$ cat config.mk
export PLATFORM = sky130hd
export DESIGN_NAME = ec_host_transaction_master_unit
export DESIGN_NICKNAME = d
export VERILOG_FILES = /design/src/sv/ecm_pkg.sv /design/src/sv/ecm_fsm.sv /design/src/sv/ecm_res_fifo.sv /design/src/sv/ec_host_transaction_master_unit.sv
export VERILOG_INCLUDE_DIRS = /design/src /design/src/sv
export SDC_FILE = /design/constraint.sdc
export NUM_CORES = 1
export LEC_CHECK = 0
export ABC_AREA = 1
export BUFFER_PORTS_ARGS = -buffer_cell sky130_fd_sc_hd__buf_2
export CORE_MARGIN = 5
export CORE_UTILIZATION = 35
export CTS_BUF_LIST = sky130_fd_sc_hd__clkbuf_4
export DETAILED_ROUTE_END_ITERATION = 12
export HOLD_SLACK_MARGIN = 0.03
export SKIP_LAST_GASP = 1
export SLEW_MARGIN = 20
export SYNTH_ARGS = -nofsm -noshare
export SYNTH_HDL_FRONTEND = slang
export SYNTH_SLANG_ARGS = --single-unit
$ cat constraint.sdc
create_clock -name i_clk -period 5.7 [get_ports i_clk]
set_input_delay 0 -clock i_clk [delete_from_list [all_inputs] [get_ports i_clk]]
set_output_delay 0 -clock i_clk [all_outputs]
set_load 0.03 [all_outputs]
$ cat src/sv/assert_macros.svh
// Concurrent assertion helpers shared by the RTL.
`ifndef ASSERT_MACROS_SVH
`define ASSERT_MACROS_SVH

// Same-cycle implication, disabled during reset.
`define ASSERT_IMPLIES(lbl, clk, rst_n, ante, cons, msg) \
    lbl: assert property (@(posedge clk) disable iff (!(rst_n)) (ante) |-> (cons)) \
        else $error(msg);

// Next-cycle implication, disabled during reset.
`define ASSERT_NEXT(lbl, clk, rst_n, ante, cons, msg) \
    lbl: assert property (@(posedge clk) disable iff (!(rst_n)) (ante) |=> (cons)) \
        else $error(msg);

`endif

$ cat src/sv/ecm_pkg.sv
package ecm_pkg;

    localparam logic [7:0] FLAG_OBF = 8'h01;
    localparam logic [7:0] FLAG_IBF = 8'h02;

    localparam int RES_DEPTH = 8;

    localparam logic [2:0] CFG_DATA_PORT     = 3'd0;
    localparam logic [2:0] CFG_COMMAND_PORT  = 3'd1;
    localparam logic [2:0] CFG_READ_COMMAND  = 3'd2;
    localparam logic [2:0] CFG_WRITE_COMMAND = 3'd3;
    localparam logic [2:0] CFG_POLL_LIMIT    = 3'd4;
    localparam logic [2:0] CFG_RETRY_LIMIT   = 3'd5;

    typedef enum logic [1:0] {
        ACT_REQUEST = 2'd0,
        ACT_STATUS  = 2'd1,
        ACT_DATA    = 2'd2,
        ACT_TICK    = 2'd3
    } t_action;

    typedef enum logic [2:0] {
        PH_IDLE       = 3'd0,
        PH_WAIT_CMD   = 3'd1,
        PH_WAIT_REG   = 3'd2,
        PH_WAIT_FINAL = 3'd3,
        PH_WAIT_OBF   = 3'd4,
        PH_READ_DATA  = 3'd5
    } t_phase;

    typedef struct packed {
        logic [7:0] data_port;
        logic [7:0] command_port;
        logic [7:0] read_command;
        logic [7:0] write_command;
        logic [7:0] poll_limit;
        logic [3:0] retry_limit;
    } t_cfg;

    typedef struct packed {
        t_action    action;
        logic       is_read;
        logic [7:0] register_address;
        logic [7:0] write_data;
        logic [7:0] bus_reply;
    } t_req;

    // Declared high to low so that bus_valid sits in bit 0.
    typedef struct packed {
        logic [7:0] read_value;
        logic       success;
        logic       done_res;
        logic [7:0] bus_wdata;
        logic       bus_is_write;
        logic [7:0] bus_port;
        logic       bus_valid;
    } t_res;

    typedef struct packed {
        logic last;
        t_res res;
    } t_res_item;

    typedef struct packed {
        logic      push0;
        logic      push1;
        t_res_item item0;
        t_res_item item1;
    } t_push;

    function automatic t_res f_access(input logic [7:0] port, input logic wr,
                                      input logic [7:0] wdata);
        t_res r;
        r              = '0;
        r.bus_valid    = 1'b1;
        r.bus_port     = port;
        r.bus_is_write = wr;
        r.bus_wdata    = wdata;
        return r;
    endfunction

    function automatic t_res f_done(input logic ok, input logic [7:0] rval);
        t_res r;
        r            = '0;
        r.done_res   = 1'b1;
        r.success    = ok;
        r.read_value = rval;
        return r;
    endfunction

endpackage

$ cat src/sv/ecm_fsm.sv
`include "assert_macros.svh"

module ecm_fsm
    import ecm_pkg::*;
(
    input  logic  i_clk,
    input  logic  i_rst_n,
    input  logic  i_valid,
    input  t_req  i_req,
    input  t_cfg  i_cfg,
    output t_push o_push
);

    t_phase     r_phase,  n_phase;
    logic       r_op_read, n_op_read;
    logic [7:0] r_saved_register, n_saved_register;
    logic [7:0] r_saved_data, n_saved_data;
    logic [7:0] r_poll_count, n_poll_count;
    logic [3:0] r_attempt_count, n_attempt_count;
    logic       r_tick_wait, n_tick_wait;

    logic       w_in_wait;
    logic       w_status_ok;
    logic       w_no_polls;
    logic [3:0] w_attempt_inc;
    logic       w_retry_out;
    logic       w_poll_out;
    t_res       w_wait_res;

    assign w_in_wait = r_phase inside {PH_WAIT_CMD, PH_WAIT_REG, PH_WAIT_FINAL, PH_WAIT_OBF};
    assign w_status_ok = (r_phase == PH_WAIT_OBF) ? ((i_req.bus_reply & FLAG_OBF) != 8'h00)
                                                  : ((i_req.bus_reply & FLAG_IBF) == 8'h00);
    assign w_no_polls    = (i_cfg.poll_limit == 8'h00);
    assign w_attempt_inc = (r_attempt_count != 4'hF) ? r_attempt_count + 4'd1 : r_attempt_count;
    assign w_retry_out   = (w_attempt_inc >= i_cfg.retry_limit);
    assign w_poll_out    = (r_poll_count >= i_cfg.poll_limit);
    assign w_wait_res    = w_no_polls ? f_done(1'b0, 8'h00)
                                      : f_access(i_cfg.command_port, 1'b0, 8'h00);

    always_comb begin
        n_phase          = r_phase;
        n_op_read        = r_op_read;
        n_saved_register = r_saved_register;
        n_saved_data     = r_saved_data;
        n_poll_count     = r_poll_count;
        n_attempt_count  = r_attempt_count;
        n_tick_wait      = r_tick_wait;
        if (i_valid) begin
            case (i_req.action)
                ACT_REQUEST: begin
                    if (r_phase == PH_IDLE) begin
                        n_op_read        = i_req.is_read;
                        n_saved_register = i_req.register_address;
                        n_saved_data     = i_req.write_data;
                        n_attempt_count  = 4'd0;
                        n_poll_count     = 8'h00;
                        n_tick_wait      = 1'b0;
                        if (i_cfg.retry_limit != 4'd0 && !w_no_polls) begin
                            n_phase = PH_WAIT_CMD;
                        end
                    end
                end
                ACT_STATUS: begin
                    if (w_in_wait && !r_tick_wait) begin
                        if (!w_status_ok) begin
                            if (r_poll_count != 8'hFF) begin
                                n_poll_count = r_poll_count + 8'd1;
                            end
                            n_tick_wait = 1'b1;
                        end else begin
                            n_poll_count = 8'h00;
                            case (r_phase)
                                PH_WAIT_CMD:   n_phase = w_no_polls ? PH_IDLE : PH_WAIT_REG;
                                PH_WAIT_REG:   n_phase = w_no_polls ? PH_IDLE : PH_WAIT_FINAL;
                                PH_WAIT_FINAL: begin
                                    n_phase = (r_op_read && !w_no_polls) ? PH_WAIT_OBF : PH_IDLE;
                                end
                                default:       n_phase = PH_READ_DATA;
                            endcase
                        end
                    end
                end
                ACT_DATA: begin
                    if (r_phase == PH_READ_DATA) begin
                        n_phase      = PH_IDLE;
                        n_poll_count = 8'h00;
                        n_tick_wait  = 1'b0;
                    end
                end
                default: begin
                    if (r_tick_wait && w_in_wait) begin
                        n_tick_wait = 1'b0;
                        if (w_poll_out) begin
                            n_attempt_count = w_attempt_inc;
                            n_poll_count    = 8'h00;
                            n_phase         = (w_retry_out || w_no_polls) ? PH_IDLE : PH_WAIT_CMD;
                        end
                    end
                end
            endcase
        end
    end

    always_comb begin
        o_push = '0;
        if (i_valid) begin
            case (i_req.action)
                ACT_REQUEST: begin
                    if (r_phase == PH_IDLE) begin
                        o_push.push0     = 1'b1;
                        o_push.item0.res = (i_cfg.retry_limit == 4'd0) ? f_done(1'b0, 8'h00)
                                                                       : w_wait_res;
                    end
                end
                ACT_STATUS: begin
                    if (w_in_wait && !r_tick_wait && w_status_ok) begin
                        o_push.push0 = 1'b1;
                        case (r_phase)
                            PH_WAIT_CMD: begin
                                o_push.item0.res = f_access(i_cfg.command_port, 1'b1,
                                    r_op_read ? i_cfg.read_command : i_cfg.write_command);
                                o_push.push1     = 1'b1;
                                o_push.item1.res = w_wait_res;
                            end
                            PH_WAIT_REG: begin
                                o_push.item0.res = f_access(i_cfg.data_port, 1'b1,
                                                            r_saved_register);
                                o_push.push1     = 1'b1;
                                o_push.item1.res = w_wait_res;
                            end
                            PH_WAIT_FINAL: begin
                                if (r_op_read) begin
                                    o_push.item0.res = w_wait_res;
                                end else begin
                                    o_push.item0.res = f_access(i_cfg.data_port, 1'b1,
                                                                r_saved_data);
                                    o_push.push1     = 1'b1;
                                    o_push.item1.res = f_done(1'b1, 8'h00);
                                end
                            end
                            default: begin
                                o_push.item0.res = f_access(i_cfg.data_port, 1'b0, 8'h00);
                            end
                        endcase
                    end
                end
                ACT_DATA: begin
                    if (r_phase == PH_READ_DATA) begin
                        o_push.push0     = 1'b1;
                        o_push.item0.res = f_done(1'b1, i_req.bus_reply);
                    end
                end
                default: begin
                    if (r_tick_wait && w_in_wait) begin
                        o_push.push0 = 1'b1;
                        if (!w_poll_out) begin
                            o_push.item0.res = f_access(i_cfg.command_port, 1'b0, 8'h00);
                        end else if (w_retry_out) begin
                            o_push.item0.res = f_done(1'b0, 8'h00);
                        end else begin
                            o_push.item0.res = w_wait_res;
                        end
                    end
                end
            endcase
        end
        o_push.item0.last = o_push.push0 && !o_push.push1;
        o_push.item1.last = o_push.push1;
    end

    always_ff @(posedge i_clk) begin
        if (!i_rst_n) begin
            r_phase          <= PH_IDLE;
            r_op_read        <= 1'b0;
            r_saved_register <= 8'h00;
            r_saved_data     <= 8'h00;
            r_poll_count     <= 8'h00;
            r_attempt_count  <= 4'd0;
            r_tick_wait      <= 1'b0;
        end else begin
            r_phase          <= n_phase;
            r_op_read        <= n_op_read;
            r_saved_register <= n_saved_register;
            r_saved_data     <= n_saved_data;
            r_poll_count     <= n_poll_count;
            r_attempt_count  <= n_attempt_count;
            r_tick_wait      <= n_tick_wait;
        end
    end

    `ASSERT_IMPLIES(a_idle_no_tick, i_clk, i_rst_n, r_phase == PH_IDLE, !r_tick_wait, "tick pending while idle")
    `ASSERT_IMPLIES(a_read_data_is_read, i_clk, i_rst_n, r_phase == PH_READ_DATA, r_op_read, "data phase on a write")
    `ASSERT_NEXT(a_done_goes_idle, i_clk, i_rst_n, (o_push.push0 && o_push.item0.res.done_res) || (o_push.push1 && o_push.item1.res.done_res), r_phase == PH_IDLE, "done without return to idle")

endmodule

$ cat src/sv/ecm_res_fifo.sv
`include "assert_macros.svh"

module ecm_res_fifo
    import ecm_pkg::*;
#(
    parameter int Depth = RES_DEPTH
)
(
    input  logic                       i_clk,
    input  logic                       i_rst_n,
    input  t_push                      i_push,
    input  logic                       i_pop,
    output t_res_item                  o_head,
    output logic [$clog2(Depth+1)-1:0] o_count
);

    localparam int AW = $clog2(Depth);
    localparam int CW = $clog2(Depth+1);

    t_res_item       r_mem [Depth];
    t_res_item       r_head;
    logic [AW-1:0]   r_wr_ptr, n_wr_ptr;
    logic [AW-1:0]   r_rd_ptr, n_rd_ptr;
    logic [CW-1:0]   r_count, n_count;
    logic [AW-1:0]   w_wr_next;
    logic            w_pop;
    logic [CW-1:0]   w_fill;

    function automatic logic [AW-1:0] f_inc(input logic [AW-1:0] p);
        return (p == AW'(Depth - 1)) ? '0 : p + AW'(1);
    endfunction

    assign w_wr_next = f_inc(r_wr_ptr);
    assign w_pop     = i_pop && (r_count != '0);
    assign w_fill    = r_count + CW'(i_push.push1);

    always_comb begin
        n_wr_ptr = r_wr_ptr;
        if (i_push.push0 && i_push.push1) begin
            n_wr_ptr = f_inc(w_wr_next);
        end else if (i_push.push0) begin
            n_wr_ptr = w_wr_next;
        end
        n_rd_ptr = w_pop ? f_inc(r_rd_ptr) : r_rd_ptr;
        n_count  = r_count + CW'(i_push.push0) + CW'(i_push.push1) - CW'(w_pop);
    end

    always_ff @(posedge i_clk) begin
        if (i_push.push0) begin
            r_mem[r_wr_ptr] <= i_push.item0;
        end
        if (i_push.push1) begin
            r_mem[w_wr_next] <= i_push.item1;
        end
        // Load the next head, taking a result written in this same cycle
        if (i_push.push0 && (r_wr_ptr == n_rd_ptr)) begin
            r_head <= i_push.item0;
        end else if (i_push.push1 && (w_wr_next == n_rd_ptr)) begin
            r_head <= i_push.item1;
        end else begin
            r_head <= r_mem[n_rd_ptr];
        end
    end

    always_ff @(posedge i_clk) begin
        if (!i_rst_n) begin
            r_wr_ptr <= '0;
            r_rd_ptr <= '0;
            r_count  <= '0;
        end else begin
            r_wr_ptr <= n_wr_ptr;
            r_rd_ptr <= n_rd_ptr;
            r_count  <= n_count;
        end
    end

    assign o_head  = r_head;
    assign o_count = r_count;

    `ASSERT_IMPLIES(a_no_overflow, i_clk, i_rst_n, i_push.push0, w_fill < CW'(Depth), "queue overflow")
    `ASSERT_IMPLIES(a_push_order, i_clk, i_rst_n, i_push.push1, i_push.push0, "second push alone")
    `ASSERT_IMPLIES(a_count_range, i_clk, i_rst_n, 1'b1, r_count <= CW'(Depth), "count out of range")

endmodule

$ cat src/sv/ec_host_transaction_master_unit.sv
// Host-side master for one embedded controller register read or write. A request on the slave
// stream (tuser 0) starts a transaction; status replies (1), data replies (2) and poll ticks (3)
// drive it forward, and each port access to issue and the final done/success report leave on the
// master stream, tlast marking the final result of each input. The slave side takes one item per
// cycle as long as the result queue has room: an input is registered, handled in the next cycle by
// the transaction state machine and leaves one or two results in a queue of Depth entries, which
// the master side drains at one result per cycle while m_axis_tready is high. An input that makes
// two results (command or register write followed by a status read, data write followed by done)
// queues both; the queue depth sets how long such bursts can be absorbed before tready drops.
`include "assert_macros.svh"

module ec_host_transaction_master_unit
    import ecm_pkg::*;
#(
    parameter int Depth = RES_DEPTH
)
(
    input  logic        i_clk,
    input  logic        i_rst_n,
    input  logic        s_axis_tvalid,
    output logic        s_axis_tready,
    // [0] is_read, [8:1] register_address, [16:9] write_data, [24:17] bus_reply
    input  logic [31:0] s_axis_tdata,
    // [1:0] action
    input  logic [1:0]  s_axis_tuser,
    output logic        m_axis_tvalid,
    input  logic        m_axis_tready,
    // [0] bus_valid, [8:1] bus_port, [9] bus_is_write, [17:10] bus_wdata, [18] done_res,
    // [19] success, [27:20] read_value
    output logic [31:0] m_axis_tdata,
    output logic        m_axis_tlast,
    input  logic        i_cfg_we,
    input  logic [2:0]  i_cfg_index,
    input  logic [7:0]  i_cfg_wdata
);

    localparam int CW = $clog2(Depth+1);

    t_cfg          r_cfg;
    logic          r_in_valid;
    t_req          r_in;
    t_push         w_push;
    t_res_item     w_head;
    logic [CW-1:0] w_count;
    logic [CW:0]   w_need;
    logic          w_accept;

    assign w_need        = {1'b0, w_count} + (r_in_valid ? (CW+1)'(4) : (CW+1)'(2));
    assign s_axis_tready = (w_need <= (CW+1)'(Depth));
    assign w_accept      = s_axis_tvalid && s_axis_tready;

    always_ff @(posedge i_clk) begin
        if (!i_rst_n) begin
            r_cfg.data_port     <= 8'h62;
            r_cfg.command_port  <= 8'h66;
            r_cfg.read_command  <= 8'h80;
            r_cfg.write_command <= 8'h81;
            r_cfg.poll_limit    <= 8'd100;
            r_cfg.retry_limit   <= 4'd5;
        end else if (i_cfg_we) begin
            case (i_cfg_index)
                CFG_DATA_PORT:     r_cfg.data_port     <= i_cfg_wdata;
                CFG_COMMAND_PORT:  r_cfg.command_port  <= i_cfg_wdata;
                CFG_READ_COMMAND:  r_cfg.read_command  <= i_cfg_wdata;
                CFG_WRITE_COMMAND: r_cfg.write_command <= i_cfg_wdata;
                CFG_POLL_LIMIT:    r_cfg.poll_limit    <= i_cfg_wdata;
                CFG_RETRY_LIMIT:   r_cfg.retry_limit   <= i_cfg_wdata[3:0];
                default:           ;
            endcase
        end
    end

    always_ff @(posedge i_clk) begin
        if (!i_rst_n) begin
            r_in_valid <= 1'b0;
        end else begin
            r_in_valid <= w_accept;
        end
    end

    always_ff @(posedge i_clk) begin
        if (w_accept) begin
            r_in.action           <= t_action'(s_axis_tuser);
            r_in.is_read          <= s_axis_tdata[0];
            r_in.register_address <= s_axis_tdata[8:1];
            r_in.write_data       <= s_axis_tdata[16:9];
            r_in.bus_reply        <= s_axis_tdata[24:17];
        end
    end

    ecm_fsm u_fsm (
        .i_clk   (i_clk),
        .i_rst_n (i_rst_n),
        .i_valid (r_in_valid),
        .i_req   (r_in),
        .i_cfg   (r_cfg),
        .o_push  (w_push)
    );

    ecm_res_fifo #(
        .Depth (Depth)
    ) u_res_fifo (
        .i_clk   (i_clk),
        .i_rst_n (i_rst_n),
        .i_push  (w_push),
        .i_pop   (m_axis_tready),
        .o_head  (w_head),
        .o_count (w_count)
    );

    assign m_axis_tvalid = (w_count != '0);
    assign m_axis_tdata  = {4'b0000, w_head.res};
    assign m_axis_tlast  = w_head.last;

    `ASSERT_NEXT(a_accept_registers, i_clk, i_rst_n, w_accept, r_in_valid, "accepted request not registered")
    `ASSERT_IMPLIES(a_room_for_pending, i_clk, i_rst_n, r_in_valid && s_axis_tready, ({1'b0, w_count} + (CW+1)'(4)) <= (CW+1)'(Depth), "no room for pending results")
    `ASSERT_IMPLIES(a_valid_has_data, i_clk, i_rst_n, m_axis_tvalid && m_axis_tlast, w_count != '0, "last flag with empty queue")

endmodule

# Word level (Yosys, flattened, before mapping)
# Memory sizes are Yosys's and may differ from the RTL's. A register that Yosys moved wholly into a read port is not among the register bits.
# Index checks and enable logic that the tools add are counted.
op_classes:
  add_sub_neg: 9
  multipliers: 0
  n_div: 0
  order_cmp: 3
  eq_ne: 24
  shift: 0
  mux: 71
  bitwise: 1
  reduce_logical: 40
op_table:
  columns: ["cell", "count"]
  rows:
  - ["28-bit two-way mux", 12]
  - ["28-bit case mux with 3 select lines", 2]
  - ["8-bit two-way mux", 8]
  - ["28-bit case mux with 2 select lines", 1]
  - ["3-bit two-way mux", 15]
  - ["8-bit case mux with 3 select lines", 1]
  - ["3-bit equality test (second input constant)", 7]
  - ["20-bit two-way mux", 1]
  - ["4-bit nonzero test", 5]
  - ["19-bit two-way mux", 1]
  - ["3-bit case mux with 3 select lines", 2]
  - ["8-bit logical NOT", 2]
  - ["1-bit two-way mux", 16]
  - ["4-bit two-way mux", 4]
  - ["3-bit by 2-bit equality test with 1-bit output (second input constant)", 4]
  - ["2-bit AND reduction", 6]
  - ["2-bit by 1-bit != test with 1-bit output (second input constant)", 5]
  - ["3-bit by 1-bit adder with 3-bit output (second input constant)", 3]
  - ["1-bit logical AND", 9]
  - ["4-bit by 1-bit adder with 4-bit output", 2]
  - ["8-bit by 1-bit adder with 8-bit output (second input constant)", 1]
  - ["8-bit >= comparator", 1]
  - ["2-bit two-way mux", 4]
  - ["8-bit != test (second input constant)", 1]
  - ["27 further kinds", 35]
word_totals:
  reg_bits: 115
  latchBits: 0
  mem_bits_rw: 232
  mem_bits_ro: 0
  inputBits: 50
  out_inout_bits: 35
  wordCells: 171
  mem_count: 1
memory_table:
  columns: ["memory", "depth", "width", "rd", "rd_ports_with_merged_regs", "wr", "line_no", "rtl"]
  rows:
  - ["u_res_fifo.r_mem", 8, 29, 1, 1, 2, "ecm_res_fifo.sv:20", "t_res_item r_mem [Depth];"]

# Longest topological paths before layout
depth:
  depth_word: 10
  depth_mapped: 18
  ltp_nobuf: 18

# Cells and area by module
# Synthesis repeated with hierarchy kept, for this count alone.
unflattened:
  cells_unflattened: 2523
  area_unflattened_um2: 19448.7
modules_own_cells:
  columns: ["module", "n_inst", "cells_per_inst", "area_per_inst_um2", "seq_area_each_um2"]
  rows:
  - ["ecm_res_fifo", 1, 1693, 13536.7, 7226.9]
  - ["ecm_fsm", 1, 554, 3259.4, 660.6]
  - ["ec_host_transaction_master_unit", 1, 276, 2652.5, 1711.6]

# Worst setup path after synthesis
# No wires, ideal clock.
synth_timing:
  kind: "register to register"
  startpoint: "register r_in_valid"
  endpoint: "register r_in[0] (netlist name) (enable)"
  setup_time_ps: 445
  t_arrival_ps: 3484
  required_time_ps: 5255
  setup_slack_ps: 1771
  stages_incl_launch_ff: 9
  path_buffers: 1
  synth_period_minus_slack_ps: 3929
  cell_sequence: "dfxtp_1 -> buf_2 -> inv_1 -> ha_1 -> inv_1 -> fa_1 -> xor2_1 -> a31oi_1 -> nor3_1"
synth_between:
  elab_chain_cells: 4
synth_rtl:
  columns: ["item", "line_no", "rtl"]
  rows:
  - ["start: declaration", "ec_host_transaction_master_unit.sv:40", "logic r_in_valid;"]
  - ["start signal: assignment", "ec_host_transaction_master_unit.sv:77", "r_in_valid <= w_accept;"]
  - ["3-bit two-way mux", "ec_host_transaction_master_unit.sv:48", "assign w_need = {1'b0, w_count} + (r_in_valid ? (CW+1)'(4) : (CW+1)'(2));"]
  - ["4-bit by 3-bit adder with 5-bit output", "ec_host_transaction_master_unit.sv:48", null]
  - ["5-bit by 4-bit less-or-equal comparator with 1-bit output", "ec_host_transaction_master_unit.sv:49", "assign s_axis_tready = (w_need <= (CW+1)'(Depth));"]
  - ["1-bit logical AND", "ec_host_transaction_master_unit.sv:50", "assign w_accept = s_axis_tvalid && s_axis_tready;"]
  - ["via w_accept", "ec_host_transaction_master_unit.sv:46", "logic w_accept;"]
  - ["end: declaration", "ec_host_transaction_master_unit.sv:41", "t_req r_in;"]
# The timed path passes the listed nets, and every way through them passes these cells.
# A chain may end at the register's enable or synchronous reset.

==> impl_metrics.yaml <==
status:
  status: "finished clean"
timing:
  max_slew.worst_pin.slew_ns: 1.09
  fin_crit_sh_pct: 69.5
  grt_setup_unrepaired: "no"
  tns_ns: 0
  period_needed_ns: 3.96
  hold_viol_final: 0
  fin_worst_skew_ns: 0.0857
  timing.fmax_ghz: 0.252
  setup_viol: 0
  slew_headroom_pct: 27.4
  slew_violations: 0
drt:
  postRouteAntennaNets: 0
  routed_wl_um: 54700
  vias: 16499
  drtPass1Iterations: 8
  routedWlPerCell_um: 17.2
  drc: 0
  drt_iter0_drc: 1466
  vias_per_cell: 5.17
placement:
  placed_cell_area_um2: 18100
  post-dp-hpwl_um: 33400
  numPortBuffers: 73
  gp_congestion: 0.888
finish:
  nNetsFinal: 2531
  final_area_um2: 20300
  syn2layout_area_growth_pct: 17.5
  ff_latch_area_um2: 8240
  multi_input_area_um2: 7750
  num-fill-cells: 5031
  drive_gt1_share_pct: 12.6
die:
  dieArea_um2: 53900
  die_x_um: 232
  io_pins: 85
  start_util_pct: 35.3
  rows: 81
  die_h_um: 232
  core_area_um2: 48800
hold_path:
  hold_depth: 5
  min_from: "m_axis_tready"
  hp-class: "in -> reg"
grt:
  grt_pass1_vias: 15813
  grt_start_max_net_pins: 69
  grtUsageTotal_pct: 20.0
  grt_pass1_wl_um: 86200
  grt_overflow: 0
  antenna_found_initial: 3
cts:
  path_clk_slew_ns: 0.06
  post_cts_resized: 0
  clk_path_buf_depth: 3
  cts.sinks: 350
  cts_tree: "built"
  clk_latency_ns: 0.90
  htree_levels: 3
  numCtsBuffers: 93
  cts_setup_buffers: 0
  cts_root_buf: "clkbuf_4"
  cts_hold_buf: 95
job:
  drv_cap: 0
yosys:
  netlist_area_um2: 17300
  syn_inst: 2278
  synthArstFlopShare_pct: 0
  synth.distinct_cells: 44
  ys_seq_elements: 350
  synth_top_cell_area_share_pct: 26.3
  synth_edf_count: 123
  seq_area_frac_synth_pct: 47.7
  synth_top_flop_cell: "dfxtp_1"
  ys_warn_count: 0
  yosys.area.top_type: "dfxtp_1"
  synth_area_per_cell_um2: 7.58
  synthTopCellsByArea: "dfxtp_1 (26%), edfxtp_1 (21%), nand2_1 (13%), o21ai_0 (7.2%), nand3_1 (5.5%)"
setup_path:
  crit_chain: "nand3_1, nand2_1, nor2_1, nor2_2, nand2_1, nor2_8, inv_1, nand2_1"
  worstPathRequired_ns: 6.18
  rr_endpoint: "u_res_fifo.r_mem[4][6]"
  crit_type: "reg -> reg"
  cp-end-kind: "flip-flop"
  crit_fanout: 20
  cp-start-kind: "flip-flop"
  arrival_ns: 4.45
  regToRegSetupSlack_ns: 1.74
  worstReg2RegStart: "u_fsm.r_phase[0]"
  cp_common_cell: "nand2_1"
  critPathSlowestCell: "nand2_1"
  max_stage_delay_ns: 0.66
  ff2ff_path_depth: 8
power:
  power_density_nw_per_um2: 385
  static-leakage-power_nw: 8.68
  worst_ir_drop_vdd_mv: 0.202
stage by stage:
step,instances,utilization [%],power (mW),hold slack (ns),setup slack [ns]
after floorplan,2281,-,4.76,0.0989,1.77
after global placement,2923,37.1,5.49,0.176,1.74
after detailed placement,2923,37.1,5.55,0.178,1.70
after CTS,3183,41.5,7.87,0.0317,1.68
after global routing,3189,41.5,8.30,0.0532,1.47
final,3190,41.5,7.81,0.0892,1.74
layout by cell type, fill, tap and decap left out, types with 2 or more instances in the layout:
cell type        n
o22ai_1         16
xnor2_1          2
inv_2           15
nor2_2           6
buf_4           19
o221ai_1         6
nand3_1        190
nand2_2         10
dfxtp_1        225
diode_2          7
a21oi_1        129
nor3_2           5
nor2_4          15
buf_2           73
fa_1             3
o21ai_0        250
edfxtp_1       123
clkinv_4         2
nor3_1           3
inv_6            3
o211ai_1        12
nand2_4          2
o21ai_4          2
clkbuf_4       148
xor2_1           4
ha_1            29
nand4_1         10
o21bai_1         2
or2_2            4
nor2_1         217
nand3_2          4
nand3b_1         9
dlygate4sd3_1   95
clkinv_1        20
nand2_1        584
inv_1          182
conb_1           4
a31oi_1         30
nor2_8           3
o21ai_1         53
where the power goes:
part           leakage [nW]  switching [mW]  internal, mW  total [mW]
registers              2.83           0.176          2.83        3.01
logic                  5.13            1.84         0.703        2.55
clock network         0.725            1.08          1.18        2.26
total                  8.68            3.10          4.71        7.81
cells in the mapped netlist (all sizes together), types with 12 or more instances:
cell type and count:
a31oi 30, a21oi 129, clkbuf 68, dfxtp 227, o21ai 305, o211ai 12, ha 29, inv 197
nor2 241, nand2 596, edfxtp 123, nand3 194, buf 46, o22ai 16
per-layer routing:
| metal | track usage, % | part of all wire (%) |
|---|---|---|
| met5 | 0 | 0 |
| met2 | 32.9 | 47 |
| met4 | 6.61 | 2.9 |
| met1 | 26.6 | 43 |
| met3 | 3.97 | 7.2 |
flip-flops by register name (all words and copies together) (netlist names), named ones only:
register / cells
r_in: 27
u_fsm.r_saved_data: 8
u_fsm.r_attempt_count: 4
u_res_fifo.r_rd_ptr: 3
u_fsm.r_op_read: 1
u_fsm.r_tick_wait: 1
u_fsm.r_poll_count: 8
u_fsm.r_phase: 3
r_in_valid: 1
u_fsm.r_saved_register: 8
u_res_fifo.r_wr_ptr: 3
r_cfg: 44
u_res_fifo.r_mem: 232
u_res_fifo.o_count: 4
cell type report:
cell class	count	share of cell area [%]
clock inverters	17	0.463
inverters	208	3.86
repair buffers	187	7.19
well taps	664	4.09
multi-input cells	1609	38.2
flip-flops and latches	350	40.6
diodes	7	0.0863
clock buffers	148	5.48
cell families after synthesis:
kind of cell | after synthesis | synth area share, %
adders and majority gates | 32 | 2.45
and+or+nand+nor | 1065 | 26.6
buffers and inverters | 322 | 7.52
DFF | 350 | 47.7
AOI/OAI and AO/OA | 502 | 15.4
other | 1 | 0.0217
xor gates and xnor gates | 6 | 0.304
worst max-delay path: cells and delay by family, from the launching register on:
kind	cells	cell delay [ns]
buf+inv	1	0.47
flops	1	0.52
simple gates	7	2.62
how the worst max path moves through the flow:
stage | startpoint | to | slack [ns] | depth (start not counted)
2_1_floorplan | r_in_valid | r_in[0] | 1.77 | 8
3_3_place_gp | u_fsm.r_phase[2] | u_res_fifo.r_mem[4][6] | 1.74 | 9
3_5_place_dp | u_fsm.r_phase[2] | u_res_fifo.r_mem[4][6] | 1.70 | 9
4_1_cts | u_fsm.r_phase[2] | u_res_fifo.r_mem[4][6] | 1.68 | 9
5_1_grt | u_fsm.r_phase[2] | u_res_fifo.r_mem[4][6] | 1.47 | 9
6_report | u_fsm.r_phase[0] | u_res_fifo.r_mem[4][6] | 1.74 | 8
Note: power is estimated with default switching activity, not from simulation.
